File: src/sv/csu_pkg.sv
`timescale 1ns / 1ps

package csu_pkg;

  // signed 64-bit limits
  localparam logic signed [63:0] S64_MIN = 64'sh8000_0000_0000_0000;
  localparam logic signed [63:0] S64_MAX = 64'sh7FFF_FFFF_FFFF_FFFF;

  // default fraction bits of the scale factor
  localparam int SCALE_FRAC_BITS_DEF = 16;

  // configuration port
  localparam int CFG_INDEX_W = 2;
  localparam logic [CFG_INDEX_W-1:0] CFG_LOWER = 2'd0;
  localparam logic [CFG_INDEX_W-1:0] CFG_UPPER = 2'd1;

  // operation codes of an input item
  typedef enum logic [2:0] {
    OP_BIND   = 3'd0,
    OP_GROW   = 3'd1,
    OP_MOVE   = 3'd2,
    OP_OFFSET = 3'd3,
    OP_PAD    = 3'd4,
    OP_RESIZE = 3'd5,
    OP_SCALE  = 3'd6,
    OP_QUERY  = 3'd7
  } op_t;

  // request to the shared saturating adder
  typedef struct packed {
    logic signed [63:0] a;
    logic signed [63:0] b;
    logic               sub;
  } alu_req_t;

endpackage

File: src/sv/csu_sat_alu.sv
`timescale 1ns / 1ps

module csu_sat_alu (
  input  csu_pkg::alu_req_t  req,
  output logic signed [63:0] res
);

  logic signed [64:0] a_ext;
  logic signed [64:0] b_ext;
  logic signed [64:0] sum;

  // 65-bit add or subtract, then saturate to 64 bits
  always_comb begin
    a_ext = {req.a[63], req.a};
    b_ext = {req.b[63], req.b};
    sum   = req.sub ? (a_ext - b_ext) : (a_ext + b_ext);
    if (sum[64] != sum[63]) begin
      res = sum[64] ? csu_pkg::S64_MIN : csu_pkg::S64_MAX;
    end else begin
      res = sum[63:0];
    end
  end

endmodule
File: config.mk
export PLATFORM = sky130hd
export DESIGN_NAME = csu_sat_alu
export DESIGN_NICKNAME = d
export VERILOG_FILES = /design/src/sv/csu_pkg.sv /design/src/sv/csu_sat_alu.sv
export SDC_FILE = /design/constraint.sdc
export NUM_CORES = 1
export LEC_CHECK = 0
export ABC_AREA = 1
export BUFFER_PORTS_ARGS = -buffer_cell sky130_fd_sc_hd__clkbuf_2
export CAP_MARGIN = 10
export CORE_AREA = 2 2 124 126
export DETAILED_ROUTE_END_ITERATION = 7
export DIE_AREA = 0 0 126 128
export PLACE_DENSITY = 0.9
export SLEW_MARGIN = 20
export SYNTH_ARGS = -nofsm -noshare
export SYNTH_HDL_FRONTEND = slang
export SYNTH_SLANG_ARGS = --single-unit
File: constraint.sdc
create_clock -name vclk -period 8.7
set_clock_uncertainty 0.2 [all_clocks]
set_input_delay 2.61 -clock vclk [all_inputs]
set_output_delay 2.61 -clock vclk [all_outputs]
set_load 0.02 [all_outputs]
==> results of run 1 <==
## metrics by stage
stage / cell area, um^2 / cells
3_3_place_gp: 10600 / 2164
4_1_cts: 11300 / 2182
3_5_place_dp: 10600 / 2164
2_1_floorplan: 7930 / 1596
## logic make-up after synthesis
logic type	synth area share [%]
AND/OR/NAND/NOR	50.3
buffers and inverters	14.9
AO/OA/AOI/OAI	13.5
XOR/XNOR	10.7
adder cells (fa/ha/maj)	10.5
## what timing repair did
item,in CTS
buffers inserted,16
resized for setup,147
cloned,2
endpoints found under the setup margin,64
pin swaps,10
## layer usage
metal,global-route usage (%),GRT overflow
met4,77.3,20
met2,94.4,19
met1,77.2,1
met5,41.8,0
met3,71.1,1
==> flow_metrics.env, run 1 <==
export IMPL_syn_nets=1791
export IMPL_start_util_pct=53.4
export IMPL_synth_most_common_cell="nand2_1"
export IMPL_row_count=45
export IMPL_yosysSeqAreaShare_pct=0
export IMPL_post_place_ws_ps=-516
export IMPL_synth_cells=1596
export IMPL_syn_avg_cell_area_um2=4.97
export IMPL_syn_area_um2=7930
export IMPL_grtUsageTotal_pct=79.7
export IMPL_outcome="did not finish"
export IMPL_worst_endpoint="res[55]"
export IMPL_stop_stage="global routing"
export IMPL_die_h_um=128
export IMPL_synth_top_area_cell="nand2_1"
export IMPL_synth_top_area_share_pct=28.7
export IMPL_grt_overflow=41
export IMPL_grt_start_max_net_pins=41
export IMPL_synth_warnings=0
export IMPL_hold_buffers=0
export IMPL_worst_ep_kind="primary output"
export IMPL_io_buffers=193
export IMPL_dp_hpwl_um=28600
export IMPL_synthTopCellsByArea="nand2_1 29%, inv_1 13%, ha_1 10%, nor2_1 9.0%, xor2_1 7.6%"
export IMPL_ios=193
export IMPL_ys_top_cells_by_count="607 x nand2_1, 267 x inv_1, 190 x nor2_1"
export IMPL_gp_congestion=1.20
export IMPL_synth_distinct_cells=42
export IMPL_fp_dieW_um=126
export IMPL_error_line="[ERROR GRT-0232] Routing congestion too high. Check the congestion heatmap in the GUI."
==> inputs of run 2 (changes only) <==
CORE_AREA = 2 2 144 146   (was 2 2 124 126)
DIE_AREA = 0 0 146 148   (was 0 0 126 128)
PLACE_DENSITY = default   (was 0.9)
PLACE_DENSITY_LB_ADDON = 0.15   (was default)
==> flow_metrics.env, run 2 <==
export IMPL_layout_drive_gt1_share_pct=37.3
export IMPL_worst_pin_slew_ps=424
export IMPL_io_buffers=193
export IMPL_fillers=1915
export IMPL_grt_start_max_net_pins=25
export IMPL_yosysSeqAreaShare_pct=0
export IMPL_synthTopCellsByArea="nand2_1 29%, inv_1 13%, ha_1 10%, nor2_1 9.0%, xor2_1 7.6%"
export IMPL_grt_pass1_vias=11007
export IMPL_synth_top_area_cell="nand2_1"
export IMPL_end_kind="primary output"
export IMPL_cap_violations=0
export IMPL_p_per_area_nw_per_um2=137
export IMPL_final_cell_area_um2=13600
export IMPL_slew_violations=0
export IMPL_area_delta_synth_final_pct=71.9
export IMPL_row_count=52
export IMPL_fin_util_pct=68.0
export IMPL_max_slew_margin_pct=71.5
export IMPL_antenna_left=0
export IMPL_worstPathMaxFanout=10
export IMPL_p_total_mw=1.86
export IMPL_die_h_um=148
export IMPL_gp_congestion=0.963
export IMPL_hold_start="req[66]"
export IMPL_whs_endpoint="res[1]"
export IMPL_crit_top_cell="nand2_2"
export IMPL_hold_viol=0
export IMPL_firstDrtPassIters=6
export IMPL_multiInputGateArea_um2=7830
export IMPL_setup_slack_ps=-380
export IMPL_final_cell_mix="531 x nand2_1, 338 x buf_4, 262 x inv_1"
export IMPL_hold_path_class="input port to primary output"
export IMPL_period_share_pct=104
export IMPL_crit_required_ps=5890
export IMPL_vias=11997
export IMPL_place_area_um2=11600
export IMPL_synth_distinct_cells=42
export IMPL_period_minus_slack_ps=9080
export IMPL_fp_coreArea_um2=20000
export IMPL_nFlopsAndLatches=0
export IMPL_grt_overflow=0
export IMPL_syn_avg_cell_area_um2=4.97
export IMPL_fp_dieArea_um2=21600
export IMPL_antennaDiodeCount=0
export IMPL_vias_per_cell=5.00
export IMPL_post_drt_wl_per_cell_um=16.1
export IMPL_hold_depth=5
export IMPL_hold_buffers=0
export IMPL_cp_arrival_ps=6270
export IMPL_final_common_cell="nand2_1"
export IMPL_failed_checks="negative setup slack"
export IMPL_hold_ws_ps=5550
export IMPL_num_nets_final=2327
export IMPL_wl_um=38700
export IMPL_leakage_nw=7.72
export IMPL_cp_start_kind="input port"
export IMPL_antenna_found_initial=0
export IMPL_synth_warnings=0
export IMPL_synth_top_area_share_pct=28.7
export IMPL_syn_area_um2=7930
export IMPL_worstSetupPathType="input port to primary output"
export IMPL_grtUsageTotal_pct=32.6
export IMPL_drc=0
export IMPL_outcome="complete, but fails checks"
export IMPL_ir_drop_mv=0.0975
export IMPL_drtIter0Drc=757
export IMPL_ff_latch_area_um2=0
export IMPL_dp_hpwl_um=30600
export IMPL_ys_top_cells_by_count="607 x nand2_1, 267 x inv_1, 190 x nor2_1"
export IMPL_critPathSlowestCell="ha_4"
export IMPL_synth_cells=1596
export IMPL_syn_nets=1791
export IMPL_start_util_pct=39.6
export IMPL_cp_num_buf_inv=8
export IMPL_crit_family="simple AND/OR/NAND/NOR gates"
export IMPL_grt_pass1_wl_um=56000
export IMPL_fp_dieW_um=146
export IMPL_cp_slowest_stage_delay_ps=230
export IMPL_fmax_ghz=0.110
export IMPL_synth_most_common_cell="nand2_1"
export IMPL_setup_viol=63
export IMPL_ios=193
export IMPL_rsz0062_at_grt="true"
export IMPL_num_clock_buffers=0
run 2: cell counts after synthesis:
Identical to the previous run, type by type.
run 2: layout make-up:
| cell class | instances | area share, % |
|---|---|---|
| Multi-Input combinational cell | 1304 | 57.4 |
| Tap cell | 270 | 2.48 |
| Timing Repair Buffer | 553 | 32.4 |
| Inverter | 273 | 7.68 |
run 2: through the flow:
| stage | setup slack [ps] | instances | TNS (ps) |
|---|---|---|---|
| 2_1_floorplan | 144 | 1596 | 0 |
| 3_3_place_gp | -463 | 2366 | -24910 |
| 3_5_place_dp | -501 | 2366 | -27360 |
| 4_1_cts | -215 | 2390 | -9980 |
| 5_1_grt | -587 | 2400 | -31390 |
| 6_report | -380 | 2400 | -17740 |
run 2: cells by family after synthesis:
group | count (synthesis) | synth area share, %
simple gates | 959 | 50.3
compound gates | 182 | 13.5
fa+ha+maj | 66 | 10.5
xor+xnor | 97 | 10.7
buf+inv | 292 | 14.9
run 2: worst max path at each step:
| stage | from | end | slack, ps | depth (start not counted) |
|---|---|---|---|---|
| detailed placement | req[1] | res[28] | -500 | 25 |
| floorplan | req[2] | res[44] | 140 | 24 |
| global placement | req[1] | res[28] | -460 | 25 |
| CTS | req[1] | res[28] | -210 | 28 |
| finish | req[1] | res[32] | -380 | 28 |
| global route | req[29] | res[32] | -590 | 25 |
run 2: report_power, final:
group | total, mW | internal (mW) | switching [mW]
sequential | 0 | 0 | 0
clock | 0 | 0 | 0
combinational | 1.86 | 0.858 | 1.01
total | 1.86 | 0.858 | 1.01
run 2: tightest hold or removal path: cells and delay by family:
kind,cells,cell delay (ps)
AND/OR/NAND/NOR,2,120
buffers and inverters,2,250
adder cells (fa/ha/maj),1,160
run 2: routing by layer:
metal  track usage, %  vias to the layer above  wire (um)
li1                 -                     6008          -
met2             55.3                      472      17500
met4             4.66                        0        983
met5                0                        -          0
met3             1.48                       62       2960
met1             46.7                     5455      17200
run 2: repair_timing:
item                       CTS  global route
setup endpoints to repair   64            64
cloned                       7             5
gates resized for setup    200           217
setup buffers               19             5
hold endpoints to repair     0             0
pin swaps                   32            48
No activity file was read; power rests on OpenSTA's default activity.
==> inputs of run 3 (changes only) <==
GPL_TIMING_DRIVEN = 0   (was default)
SETUP_SLACK_MARGIN = 0.05   (was default)
==> flow_metrics.env, run 3 (same netlist as run 2, synthesis figures left out) <==
export IMPL_die_h_um=148
export IMPL_p_int_uw=625
export IMPL_grt_start_max_net_pins=11
export IMPL_critPathSlowestCell="ha_4"
export IMPL_failed_checks="negative setup slack"
export IMPL_hold_viol=0
export IMPL_fp_dieW_um=146
export IMPL_multiInputGateArea_um2=7750
export IMPL_gp_congestion=0.932
export IMPL_fp_coreArea_um2=20000
export IMPL_end_kind="primary output"
export IMPL_worst_pin_slew_ps=610
export IMPL_layout_drive_gt1_share_pct=26.8
export IMPL_period_minus_slack_ps=9090
export IMPL_post_drt_wl_per_cell_um=16.1
export IMPL_crit_start="req[2]"
export IMPL_fp_dieArea_um2=21600
export IMPL_start_util_pct=39.6
export IMPL_antenna_left=0
export IMPL_grt_pass1_wl_um=50600
export IMPL_antenna_found_initial=0
export IMPL_rsz0062_at_grt="true"
export IMPL_hold_buffers=0
export IMPL_outcome="complete, but fails checks"
export IMPL_num_nets_final=2032
export IMPL_switching_share_pct=59.0
export IMPL_power_frac_comb_pct=100.0
export IMPL_slew_violations=0
export IMPL_period_share_pct=104
export IMPL_row_count=52
export IMPL_vias=10649
export IMPL_p_per_area_nw_per_um2=137
export IMPL_instances_no_fill=2105
export IMPL_grt_pass1_vias=9655
export IMPL_place_area_um2=9230
export IMPL_final_cell_mix="533 x nand2_1, 258 x inv_1, 173 x nor2_1"
export IMPL_area_delta_synth_final_pct=40.4
export IMPL_worstPathMaxFanout=7
export IMPL_cp_arrival_ps=6280
export IMPL_setup_viol=63
export IMPL_dp_cells=2058
export IMPL_io_buffers=192
export IMPL_crit_top_cell="nand2_2"
export IMPL_final_common_cell="nand2_1"
export IMPL_final_cell_area_um2=11100
export IMPL_num_clock_buffers=0
export IMPL_vias_per_cell=5.06
export IMPL_max_slew_margin_pct=59.4
export IMPL_drc=0
export IMPL_antennaDiodeCount=0
export IMPL_cp_slowest_stage_delay_ps=270
export IMPL_ir_drop_mv=0.0829
export IMPL_firstDrtPassIters=5
export IMPL_ff_latch_area_um2=0
export IMPL_fin_util_pct=55.6
export IMPL_dp_hpwl_um=28700
export IMPL_grt_overflow=0
export IMPL_ios=193
export IMPL_p_seq_share_pct=0
export IMPL_cap_violations=0
export IMPL_endpoint="res[24]"
export IMPL_nFlopsAndLatches=0
export IMPL_setup_slack_ps=-389
export IMPL_worstSetupPathType="input port to primary output"
export IMPL_wl_um=34000
export IMPL_post_place_ws_ps=-1280
export IMPL_hold_path_class="input port to primary output"
export IMPL_clockPowerShare_pct=0
export IMPL_fillers=2224
export IMPL_leakage_nw=6.19
export IMPL_crit_required_ps=5890
export IMPL_drtIter0Drc=748
export IMPL_fmax_ghz=0.110
export IMPL_p_sw_uw=900
export IMPL_grtUsageTotal_pct=29.5
export IMPL_cp_start_kind="input port"
## run 3: critical path: cells and delay by family
family	cells	cell delay (ps)
xor+xnor	1	230
simple gates	12	1440
compound gates	4	660
fa+ha+maj	2	410
buf+inv	7	910
## run 3: worst min-delay path by stage
stage / startpoint / end / slack (ps) / cells after the start
after floorplan: req[1] / res[0] / 5330 / 4
after global placement: req[1] / res[0] / 5520 / 6
after detailed placement: req[1] / res[0] / 5520 / 6
after CTS: req[1] / res[0] / 5550 / 6
after global routing: req[1] / res[0] / 5540 / 6
final: req[1] / res[0] / 5510 / 6
## run 3: timing repair
| action | in CTS | in global routing |
|---|---|---|
| pin swaps | 34 | 64 |
| setup endpoints to repair | 64 | 64 |
| setup buffers | 25 | 19 |
| gates resized for setup | 216 | 183 |
| gates cloned | 3 | 2 |
## run 3: area by class of cell
class / instances / share of cell area, %
buffer: 19 / 1.93
multi-input combinational: 1305 / 69.6
inverter: 273 / 9.45
tap: 270 / 3.03
timing repair buffer: 238 / 16.0
## run 3: power groups by stage
stage	Combinational (mW)	Clock [mW]	Sequential [mW]
detailed placement	1.15	0	0
global placement	1.15	0	0
finish	1.53	0	0
floorplan	0.789	0	0
global route	1.63	0	0
CTS	1.38	0	0
## run 3: routing by layer
| layer | vias up | wire, um | GRT usage [%] |
|---|---|---|---|
| met1 | 4802 | 16200 | 44.4 |
| met2 | 374 | 14900 | 47.4 |
| li1 | 5429 | - | - |
| met4 | 0 | 949 | 6.26 |
| met5 | - | 0 | 0 |
| met3 | 44 | 1980 | 0.340 |
## run 3: metrics by stage
step           total power [mW]  setup TNS (ps)  hold slack (ps)
2_1_floorplan             0.789               0             5330
3_3_place_gp               1.15          -72230             5520
3_5_place_dp               1.15          -73040             5520
4_1_cts                    1.38          -18120             5550
5_1_grt                    1.63          -32840             5540
6_report                   1.53          -21110             5510
